==> config.mk <==
export PLATFORM = sky130hd
export DESIGN_NAME = fss_pool
export DESIGN_NICKNAME = d
export VERILOG_FILES = /design/src/sv/fss_pkg.sv /design/src/sv/fss_cell.sv /design/src/sv/fss_pool.sv
export SDC_FILE = /design/constraint.sdc
export NUM_CORES = 2
export LEC_CHECK = 0
export CAP_MARGIN = 20
export CELL_PAD_IN_SITES_DETAIL_PLACEMENT = 1
export CELL_PAD_IN_SITES_GLOBAL_PLACEMENT = 2
export CORE_MARGIN = 3
export CORE_UTILIZATION = 30
export CTS_CLUSTER_SIZE = 20
export DETAILED_ROUTE_END_ITERATION = 6
export DONT_BUFFER_PORTS = 1
export PLACE_DENSITY_LB_ADDON = 0.1
export SLEW_MARGIN = 20
export SYNTH_ARGS = -nofsm -noshare
export SYNTH_HDL_FRONTEND = slang
export SYNTH_SLANG_ARGS = --single-unit
==> constraint.sdc <==
create_clock -name aclk -period 6.9 [get_ports aclk]
set_input_delay 0.345 -clock aclk [delete_from_list [all_inputs] [get_ports aclk]]
set_output_delay 0.345 -clock aclk [all_outputs]
set_load 0.005 [all_outputs]
==> src/sv/fss_pkg.sv <==
`default_nettype none

package fss_pkg;

    localparam int MAX_HOLDERS_DEF = 4;
    localparam int WAIT_DEPTH_DEF  = 16;
    localparam int ACTOR_BITS_DEF  = 8;
    localparam int SLOT_TYPES_DEF  = 4;

    localparam int NUM_CAP_REGS = 4;
    localparam logic [2:0]  CAP_MELEE_RST  = 3'd3;
    localparam logic [2:0]  CAP_RANGED_RST = 3'd2;
    localparam logic [2:0]  CAP_SHIELD_RST = 3'd1;
    localparam logic [2:0]  CAP_HEAL_RST   = 3'd1;
    localparam logic [15:0] TIMEOUT_RST    = 16'd3000;

    typedef enum logic [2:0] {
        CFG_CAP_MELEE    = 3'd0,
        CFG_CAP_RANGED   = 3'd1,
        CFG_CAP_SHIELD   = 3'd2,
        CFG_CAP_HEAL     = 3'd3,
        CFG_WAIT_TIMEOUT = 3'd4
    } cfg_index_t;

    typedef enum logic [1:0] {
        REQ_ACQUIRE = 2'd0,
        REQ_RELEASE = 2'd1,
        REQ_QUERY   = 2'd2,
        REQ_RETIRE  = 2'd3
    } req_t;

    typedef enum logic [1:0] {
        MODE_EXPIRE,
        MODE_CHECK,
        MODE_RETIRE
    } pool_mode_t;

    typedef enum logic [2:0] {
        ST_IDLE,
        ST_DISPATCH,
        ST_EXPIRE,
        ST_DECIDE,
        ST_CHECK,
        ST_GRANT,
        ST_RETIRE,
        ST_RESULT
    } state_t;

    typedef struct packed {
        logic [1:0]  req_type;
        logic [1:0]  slot_type;
        logic [7:0]  actor_id;
        logic [31:0] now_ms;
    } in_item_t;

    typedef struct packed {
        logic       granted;
        logic [2:0] holder_count;
        logic [4:0] waiter_count;
        logic       queue_full;
    } out_item_t;

    typedef struct packed {
        pool_mode_t mode;
        logic       start;
        logic       rotate;
        logic       refresh;
        logic       insert;
        logic       clear_me;
        logic       add_holder;
        logic       drop_holder;
    } pool_ctrl_t;

    typedef struct packed {
        logic is_holder;
        logic found;
        logic blocked;
        logic has_free;
    } pool_stat_t;

endpackage

`default_nettype wire

==> src/sv/fss_cell.sv <==
`default_nettype none

module fss_cell #(
    parameter int AW = 8
) (
    input  wire logic          aclk,
    input  wire logic          aresetn,
    input  wire logic          shift_en,
    input  wire logic          in_valid,
    input  wire logic [AW-1:0] in_actor,
    input  wire logic [31:0]   in_first,
    input  wire logic [31:0]   in_last,
    input  wire logic          wr_en,
    input  wire logic          clr_en,
    input  wire logic [AW-1:0] wr_actor,
    input  wire logic [31:0]   wr_time,
    output logic               valid,
    output logic [AW-1:0]      actor,
    output logic [31:0]        first,
    output logic [31:0]        last
);

    logic          valid_reg;
    logic [AW-1:0] actor_reg;
    logic [31:0]   first_reg;
    logic [31:0]   last_reg;

    always_ff @(posedge aclk) begin
        if (!aresetn) begin
            valid_reg <= 1'b0;
        end else if (shift_en) begin
            valid_reg <= in_valid;
        end else if (wr_en) begin
            valid_reg <= 1'b1;
        end else if (clr_en) begin
            valid_reg <= 1'b0;
        end
    end

    always_ff @(posedge aclk) begin
        if (shift_en) begin
            actor_reg <= in_actor;
            first_reg <= in_first;
            last_reg  <= in_last;
        end else if (wr_en) begin
            actor_reg <= wr_actor;
            first_reg <= wr_time;
            last_reg  <= wr_time;
        end
    end

    assign valid = valid_reg;
    assign actor = actor_reg;
    assign first = first_reg;
    assign last  = last_reg;

endmodule

`default_nettype wire

==> src/sv/fss_pool.sv <==
`default_nettype none

module fss_pool import fss_pkg::*; #(
    parameter int AW  = 8,
    parameter int D   = 16,
    parameter int H   = 4,
    parameter int IW  = 4,
    parameter int WCW = 5,
    parameter int HCW = 3
) (
    input  wire logic           aclk,
    input  wire logic           aresetn,
    input  wire pool_ctrl_t     ctrl,
    input  wire logic [AW-1:0]  actor,
    input  wire logic [31:0]    now,
    input  wire logic [15:0]    timeout,
    input  wire logic [IW-1:0]  step,
    output pool_stat_t          stat,
    output logic [HCW-1:0]      hold_cnt,
    output logic [WCW-1:0]      wait_cnt
);

    logic          c_valid [D];
    logic [AW-1:0] c_actor [D];
    logic [31:0]   c_first [D];
    logic [31:0]   c_last  [D];
    logic          n_valid [D];
    logic [AW-1:0] n_actor [D];
    logic [31:0]   n_first [D];
    logic [31:0]   n_last  [D];

    logic          found_reg;
    logic          blocked_reg;
    logic          has_free_reg;
    logic [31:0]   mine_reg;
    logic [IW-1:0] free_idx_reg;
    logic [IW-1:0] me_idx_reg;
    logic [WCW-1:0] wait_cnt_reg;

    logic          h_valid [H];
    logic [AW-1:0] h_actor [H];
    logic [HCW-1:0] hold_cnt_reg;

    logic [31:0] h_age;
    logic        h_expired;
    logic        h_match;
    logic        h_drop;
    logic [31:0] h_diff;
    logic        is_holder;
    logic        hold_free_found;
    logic [H-1:0] hold_add_sel;

    // head of the chain: the cell that is inspected this cycle
    always_comb begin
        h_age     = now - c_last[0];
        h_expired = c_valid[0] && (h_age > {16'd0, timeout});
        h_match   = c_valid[0] && (c_actor[0] == actor);
        h_drop    = ((ctrl.mode == MODE_EXPIRE) && h_expired) ||
                    ((ctrl.mode == MODE_RETIRE) && h_match);
        h_diff    = mine_reg - c_first[0];
    end

    always_comb begin
        for (int i = 0; i < D - 1; i++) begin
            n_valid[i] = c_valid[i+1];
            n_actor[i] = c_actor[i+1];
            n_first[i] = c_first[i+1];
            n_last[i]  = c_last[i+1];
        end
        n_valid[D-1] = c_valid[0] && !h_drop;
        n_actor[D-1] = c_actor[0];
        n_first[D-1] = c_first[0];
        n_last[D-1]  = (ctrl.mode == MODE_EXPIRE && h_match && !h_expired && ctrl.refresh) ?
                       now : c_last[0];
    end

    for (genvar i = 0; i < D; i++) begin : g_cell
        fss_cell #(.AW(AW)) u_cell (
            .aclk     (aclk),
            .aresetn  (aresetn),
            .shift_en (ctrl.rotate),
            .in_valid (n_valid[i]),
            .in_actor (n_actor[i]),
            .in_first (n_first[i]),
            .in_last  (n_last[i]),
            .wr_en    (ctrl.insert && (free_idx_reg == IW'(i))),
            .clr_en   (ctrl.clear_me && (me_idx_reg == IW'(i))),
            .wr_actor (actor),
            .wr_time  (now),
            .valid    (c_valid[i]),
            .actor    (c_actor[i]),
            .first    (c_first[i]),
            .last     (c_last[i])
        );
    end

    always_ff @(posedge aclk) begin
        if (!aresetn) begin
            found_reg    <= 1'b0;
            blocked_reg  <= 1'b0;
            has_free_reg <= 1'b0;
            wait_cnt_reg <= '0;
        end else begin
            if (ctrl.start) begin
                found_reg    <= 1'b0;
                blocked_reg  <= 1'b0;
                has_free_reg <= 1'b0;
            end else if (ctrl.rotate) begin
                if (h_drop) begin
                    wait_cnt_reg <= wait_cnt_reg - 1'b1;
                end
                if (ctrl.mode == MODE_EXPIRE) begin
                    if (h_match && !h_expired) begin
                        found_reg <= 1'b1;
                    end
                    if ((!c_valid[0] || h_expired) && !has_free_reg) begin
                        has_free_reg <= 1'b1;
                    end
                end else if (ctrl.mode == MODE_CHECK) begin
                    // another waiter asked strictly earlier
                    if (c_valid[0] && !h_match && h_diff != 32'd0 && !h_diff[31]) begin
                        blocked_reg <= 1'b1;
                    end
                end
            end else if (ctrl.insert) begin
                wait_cnt_reg <= wait_cnt_reg + 1'b1;
            end else if (ctrl.clear_me) begin
                wait_cnt_reg <= wait_cnt_reg - 1'b1;
            end
        end
    end

    always_ff @(posedge aclk) begin
        if (ctrl.rotate && ctrl.mode == MODE_EXPIRE) begin
            if (h_match && !h_expired) begin
                mine_reg <= c_first[0];
            end
            if ((!c_valid[0] || h_expired) && !has_free_reg) begin
                free_idx_reg <= step;
            end
        end else if (ctrl.rotate && ctrl.mode == MODE_CHECK) begin
            if (h_match) begin
                me_idx_reg <= step;
            end
        end else if (ctrl.insert) begin
            mine_reg <= now;
        end
    end

    // holder set, order does not matter
    always_comb begin
        is_holder       = 1'b0;
        hold_free_found = 1'b0;
        hold_add_sel    = '0;
        for (int i = 0; i < H; i++) begin
            if (h_valid[i] && h_actor[i] == actor) begin
                is_holder = 1'b1;
            end
            if (!h_valid[i] && !hold_free_found) begin
                hold_free_found = 1'b1;
                hold_add_sel[i] = 1'b1;
            end
        end
    end

    always_ff @(posedge aclk) begin
        if (!aresetn) begin
            for (int i = 0; i < H; i++) begin
                h_valid[i] <= 1'b0;
            end
            hold_cnt_reg <= '0;
        end else if (ctrl.add_holder) begin
            for (int i = 0; i < H; i++) begin
                if (hold_add_sel[i]) begin
                    h_valid[i] <= 1'b1;
                end
            end
            hold_cnt_reg <= hold_cnt_reg + 1'b1;
        end else if (ctrl.drop_holder && is_holder) begin
            for (int i = 0; i < H; i++) begin
                if (h_valid[i] && h_actor[i] == actor) begin
                    h_valid[i] <= 1'b0;
                end
            end
            hold_cnt_reg <= hold_cnt_reg - 1'b1;
        end
    end

    always_ff @(posedge aclk) begin
        if (ctrl.add_holder) begin
            for (int i = 0; i < H; i++) begin
                if (hold_add_sel[i]) begin
                    h_actor[i] <= actor;
                end
            end
        end
    end

    assign stat.is_holder = is_holder;
    assign stat.found     = found_reg;
    assign stat.blocked   = blocked_reg;
    assign stat.has_free  = has_free_reg;
    assign hold_cnt       = hold_cnt_reg;
    assign wait_cnt       = wait_cnt_reg;

    a_wait_bound: assert property (@(posedge aclk) disable iff (!aresetn)
        32'(wait_cnt_reg) <= D)
        else $error("waiter count above depth");

    a_hold_bound: assert property (@(posedge aclk) disable iff (!aresetn)
        32'(hold_cnt_reg) <= H)
        else $error("holder count above limit");

    a_insert_free: assert property (@(posedge aclk) disable iff (!aresetn)
        ctrl.insert |-> has_free_reg && !found_reg)
        else $error("waiter insert without a free cell");

    a_add_room: assert property (@(posedge aclk) disable iff (!aresetn)
        ctrl.add_holder |-> hold_free_found)
        else $error("holder add with full holder set");

endmodule

`default_nettype wire

# Word level (Yosys, flattened, before mapping)
# Memories as Yosys holds them, arrays and structs flattened.
# Index checks and enable logic that the tools add are counted.
[classes]
add_sub_neg = 6
mul = 0
n_div = 0
order_cmp = 1
n_eq_ne = 40
n_shift = 0
n_mux = 205
bitwise_logic = 12
n_reduce_logical = 118
[op_table]
columns = ["op", "n"]
rows = [
  ["$mux W32", 53],
  ["$mux W8", 35],
  ["$mux W1", 108],
  ["$eq A4 B4 Y1 const B", 16],
  ["$sub A32 B32 Y32", 2],
  ["$logic_and A1 B1 Y1", 55],
  ["$reduce_bool A3 Y1", 17],
  ["$eq A8 B8 Y1", 5],
  ["$reduce_bool A2 Y1", 18],
  ["$eq A4 B3 Y1 const B", 8],
  ["$gt A32 B16 Y1", 1],
  ["$reduce_bool A32 Y1", 1],
  ["$reduce_or A8 Y1", 3],
  ["$mux W5", 4],
  ["$eq A4 B2 Y1 const B", 4],
  ["$reduce_and A3 Y1", 5],
  ["$logic_not A1 Y1", 11],
  ["$eq A4 B1 Y1 const B", 2],
  ["$logic_not A4 Y1", 2],
  ["$or A1 B1 Y1", 8],
  ["$mux W2", 3],
  ["$mux W3", 2],
  ["$add A5 B1 Y5 const B", 1],
  ["$sub A5 B1 Y5 const B", 1],
  ["other kinds (12)", 17],
]
[word_totals]
reg_bits = 1219
latch_bits = 0
ramBits = 36
rom_bits = 0
input_bits = 71
out_inout_bits = 12
word_cells = 456
mem_count = 2
[memory_table]
columns = ["memory", "words", "word_bits", "rd", "rd_clocked_by_memory_dff", "write_ports", "line_no", "rtl"]
rows = [
  ["h_actor", 4, 8, 4, 0, 1, "fss_pool.sv:41", "logic [AW-1:0] h_actor [H];"],
  ["h_valid", 4, 1, 4, 0, 4, "fss_pool.sv:40", "logic h_valid [H];"],
]

# Depth between registers and ports, before layout
[depth]
word_depth = 15
ltp_mapped = 24
ltp_nobuf = 23

# Cells and area by module
# Synthesis repeated with hierarchy kept, for this count alone.
[hier_totals]
cells_unflattened = 5188
area_unflattened_um2 = 58288.4
[by_module_without_submodules]
columns = ["mod", "n_inst", "cells_each", "area_each_um2", "seq_area_each_um2"]
rows = [
  ["fss_cell", 16, 257, 3066.7, 2182.1],
  ["fss_pool", 1, 1076, 9221.3, 2472.4],
]

# Least setup slack after synthesis
# Ideal clock, no wire load.
[synth_path]
path_kind = "flip-flop to flip-flop"
from = "register g_cell[0].u_cell.last_reg[8]"
to = "register mine_reg[0], enable pin"
setup_ns = 0.388
arrival_ns = 4.513
required_ns = 6.512
slack_ns = 1.999
stages_incl_launch_ff = 24
n_path_buf = 0
period_less_slack_ns = 4.901
cell_sequence = "edfxtp_1 inv_1 ha_1 and3_1 and4_1 a21boi_0 nor3_1 nor2b_1 o21ai_0 nand2b_1 nand2_1 nand2_1 xor2_1 ha_1 nand4_1 nor2_1 o31ai_1 a32oi_1 nor3_1 nand3_1 nor4b_1 nand4_2 nor4_1 a21o_1"
[synth_via]
elab_chain_len = 7
[synth_lines]
columns = ["element", "line_no", "rtl"]
rows = [
  ["start, declared", "fss_cell.sv:26", "logic [31:0] last_reg;"],
  ["start signal, assigned", "fss_cell.sv:44", "last_reg <= in_last;"],
  ["start signal, assigned", "fss_cell.sv:48", "last_reg <= wr_time;"],
  ["$sub A32 B32 Y32", "fss_pool.sv:55", "h_age = now - c_last[0];"],
  ["$gt A32 B16 Y1", "fss_pool.sv:56", "h_expired = c_valid[0] && (h_age > {16'd0, timeout});"],
  ["$logic_and A1 B1 Y1", "fss_pool.sv:56", ""],
  ["$logic_not A1 Y1", "fss_pool.sv:135", "if (h_match && !h_expired) begin"],
  ["$logic_and A1 B1 Y1", "fss_pool.sv:135", ""],
  ["$ne A2 B1 Y1 (no source line)", "-", ""],
  ["$reduce_and A3 Y1 (no source line)", "-", ""],
  ["end signal, assigned", "fss_pool.sv:136", "mine_reg <= c_first[0];"],
  ["end signal, assigned", "fss_pool.sv:146", "mine_reg <= now;"],
  ["end, declared", "fss_pool.sv:35", "logic [31:0] mine_reg;"],
]
# Every way passes these cells.
# A chain may end at the register's enable or synchronous reset.

# Worst setup path after layout
[layout_path]
from = "register g_cell[0].u_cell.last_reg[8]"
to = "register mine_reg[10], enable pin"
# Same word-level chain as after synthesis.

==> results.md <==
- Outcome: completed
- Reg2Reg Depth: 24
- Worst min path class: in2reg
- Cells after synthesis: 4771
- # Post-CTS Setup Buffers: 0
- Vias in the first global route: between 30000 and 40000
- Root Driver: clkbuf_16
- Clock power frac: 42.4%
- Post-synthesis cell area: 53800 sq um
- Avg Synthesized Cell Area: roughly 11 sq um
- Grt ovf: 0
- YS warnings: 0
- Filler cells: ~19000
- Clk slew on worst S/H paths: ~0.060 ns
- Seq cells post-synth: approximately 1300
- Final ANT Viol Nets: 0
- Crit path kind: reg2reg
- H-tree depth: 4
- Share of layout cells above drive strength 1: ~7.7%
- Tmin final: approximately 5.8 ns
- EDFF count, synth: around 1200
- Leakage: 25.9 nW
- Die area: roughly 180000 sq um
- Launching point of the worst reg2reg path: g_cell[0].u_cell.last[8]$_DFFE_PP_
- Crit. Startpoint: g_cell[0].u_cell.last[8]$_DFFE_PP_
- Post-route DRC: 0
- Clock Skew: between 0.03 and 0.04 ns
- Net Sw Frac: 25.1%
- Synthesized net count: 4925
- First-pass GRT wire length: approximately 250000 um
- Multi-input gate area: 15000 sq um
- Final Setup Violations: 0
- CP Launch Type: flip-flop
- Ys async rst share: 0%
- Post-synth top cells: 2330 x nand2_1, 1225 x edfxtp_1, 264 x clkbuf_1, 107 x inv_1, 91 x o21ai_0
- TNS Setup: 0 ns
- DR vias: between 30000 and 40000
- Final hold vios: 0
- Initial Util: between 30% and 40%
- Flop pwr share: ~48%
- Top_reg_cell synth: edfxtp_1
- CTS tree: built
- Count leader, synth: nand2_1
- Crit end category: flip-flop
- CP max stage cell: nor4b_1
- Initial antenna violation count: 6
- DRT Wirelength: 164000 um
- Sequential fraction of the synthesis area: around 70%
- Combinational fraction of design power: ~9.2%
- CTS resizes: 0
- Vias per std cell: 4.77
- Clock Tree Buf Depth: 3
- Total of max-cap violations: 0
- Cell Chain, Critical Path: inv_1, ha_1, and3_1, and4_1, a21boi_0, nor3_1, nor2b_1, o21ai_0, nand2b_1, nand2_1, nand2_1, xor2_1, ha_1, nand4_1, a21oi_1, nor2_1, a32oi_1, nor3_1, nand3_1, nor4b_1, nand4_2, nor4_1, a21o_1, buf_4
- Core Box Area: between 150000 and 200000 sq um
- Reg-to-Reg End: mine_reg[10]$_DFFE_PP_
- Dpl cell area: between 50000 and 60000 sq um
- Sw power: just under 0.005 W
- RSZ-0062 raised after global routing: false
- Top cell type's share of synthesized area: between 60% and 70%
- Delay of the slowest cell on the worst path: 0.47 ns
- Clock latency at the later pin of the worst-skew pair: between 0.7 and 0.8 ns
- Tightest Pin Transition: about 1.1 ns
- Number of nets in the layout: 4908
- Final setup margin: 1.06 ns
- Setup crit end: mine_reg[10]$_DFFE_PP_
- Num CTS Buffers: 150
- VDD IR max: 0.182 mV
- Yosys cell types: 83
- F_max: 171 MHz
- I/O pin count: just over 80
- Design area: slightly above 60000 sq um
- Area Growth Syn to Fin: 15.1%
- Pre-Repair DR Iteration Count: 5
- Pwr Density: 309 nW/um^2
- Rel. slew slack: between 20% and 30%
- GRT Resource Usage Total: 17.7%
- Post-DP HPWL: 94400 um
- Synth top area cells: edfxtp_1 68%, nand2_1 16%, ha_1 1.9%, clkbuf_1 1.8%, dfxtp_1 1.1%
- Routability congestion estimate: 0.793
- Fin crit share: a little over four fifths
- Internal power: 0.0143 W
- Drt initial violations: between 2000 and 2500
- WP data arrival: approximately 6.3 ns
- Buffers on Ports: 0
- Dpl ws: ~1.1 ns
- R2r setup slk: 1.06 ns
- Die H: ~430 um
- Worst Path Required: roughly 7.3 ns
- Row cnt: ~150
- Largest net degree at the start of global routing: 996
- Cell taking the most area after synthesis: edfxtp_1
- Sequential cell area: around 37000 sq um
- Final core utilization: about a third
- Clock sink count: 1255
- WL per Instance: 22.7 um
- Max Slew Vio Count: 0
- Critical-path maximum fanout: 32
- Die W: 429 um
- Hold Crit Depth: 3
## worst min-delay path by stage
stage               slack [ns]                   start                                   end
floorplan                 0.44  found_reg$_SDFFE_PP0P_                found_reg$_SDFFE_PP0P_
global placement          0.44                 step[3]               me_idx_reg[3]$_DFFE_PP_
detailed placement        0.44                 step[0]               me_idx_reg[0]$_DFFE_PP_
CTS                      0.002                 ctrl[5]    g_cell[3].u_cell.last[3]$_DFFE_PP_
global route              0.02                  now[0]                 mine_reg[0]$_DFFE_PP_
finish                    0.05                 ctrl[2]  g_cell[13].u_cell.valid$_SDFFE_PN0P_
## cell usage in the layout (no fill, tap or decap), types with 8 or more instances in the layout
cell type      netlist  final
edfxtp_1          1225   1225
a31oi_1             17     17
o211ai_1             9      9
o221a_2             10     10
inv_1              107    107
clkbuf_1           264     36
clkbuf_16            0    150
xor2_1              26     26
mux2_2              33     33
o31ai_1              8      8
nand2_2              0     16
nor3_1              13     13
clkinv_1             0     36
a21o_1              26     26
nor2_1              70     69
o21ai_0             91     91
clkinv_2             0     13
ha_1                80     80
mux2_4              29     29
o21a_1              18     18
and3_1               9      9
nand2b_1            13     13
bufinv_16            0     17
dfxtp_1             30     30
a21oi_1             76     76
nand4_1             30     30
nor4_1              13     13
nand3_1             29     29
xnor2_1             59     59
nand2_1           2330   2298
nand2_4              0     16
dlygate4sd3_1        0     61
nor2b_1             17     17
buf_4                4     43
## critical path, delay by kind of cell (launching register included)
kind / cells / cell delay, ns
adder cells (fa/ha/maj): 2 / 0.70
AO/OA/AOI/OAI: 5 / 0.84
XOR/XNOR: 1 / 0.23
flip-flops: 1 / 0.34
buffers and inverters: 2 / 0.50
AND/OR/NAND/NOR: 14 / 2.81
## layer usage
layer / GRT usage, % / vias to the layer above / routed length (um)
met5: 0 / - / 0
met4: 4.54 / 0 / 3910
met3: 2.49 / 200 / 4200
met2: 30.6 / 383 / 81600
met1: 23.4 / 17700 / 74500
li1: - / 16100 / -
## area by class of cell
type	instances	share of cell area [%]
Multi-Input combinational cell	3126	24.3
Clock buffer	189	6.35
Tap cell	2340	4.73
Sequential cell	1255	60.4
Inverter	108	0.659
Clock inverter	84	1.69
Timing Repair Buffer	113	1.86
Antenna cell	2	0.00809
## what timing repair did
item,in CTS,in global routing
setup endpoints to repair,0,0
hold buffers,61,1
hold endpoints to repair,284,18
## kinds of logic after synthesis
kind of cell,Yosys count,synth area share [%]
fa+ha+maj,83,1.97
mux,68,1.61
simple gates,2569,18.7
compound gates,321,3.95
flops,1255,69.5
xor+xnor,85,1.38
buf+inv,390,2.83
## per-stage QoR
step / total power, W / std cells / hold slack, ns
CTS: 0.0194 / 7209 / 0.00165
detailed placement: 0.0111 / 6875 / 0.444
finish: 0.0192 / 7217 / 0.0487
global route: 0.0200 / 7215 / 0.0153
floorplan: 0.0105 / 4771 / 0.442
global placement: 0.0111 / 6874 / 0.444
## power by group through the flow
stage | clock network (W) | logic [W] | registers, W
2_1_floorplan | 0 | 0.00116 | 0.00936
3_3_place_gp | 0 | 0.00163 | 0.00943
3_5_place_dp | 0 | 0.00163 | 0.00943
4_1_cts | 0.00837 | 0.00171 | 0.00928
5_1_grt | 0.00868 | 0.00200 | 0.00933
6_report | 0.00812 | 0.00176 | 0.00927
Power figures use the tool's default switching activity.
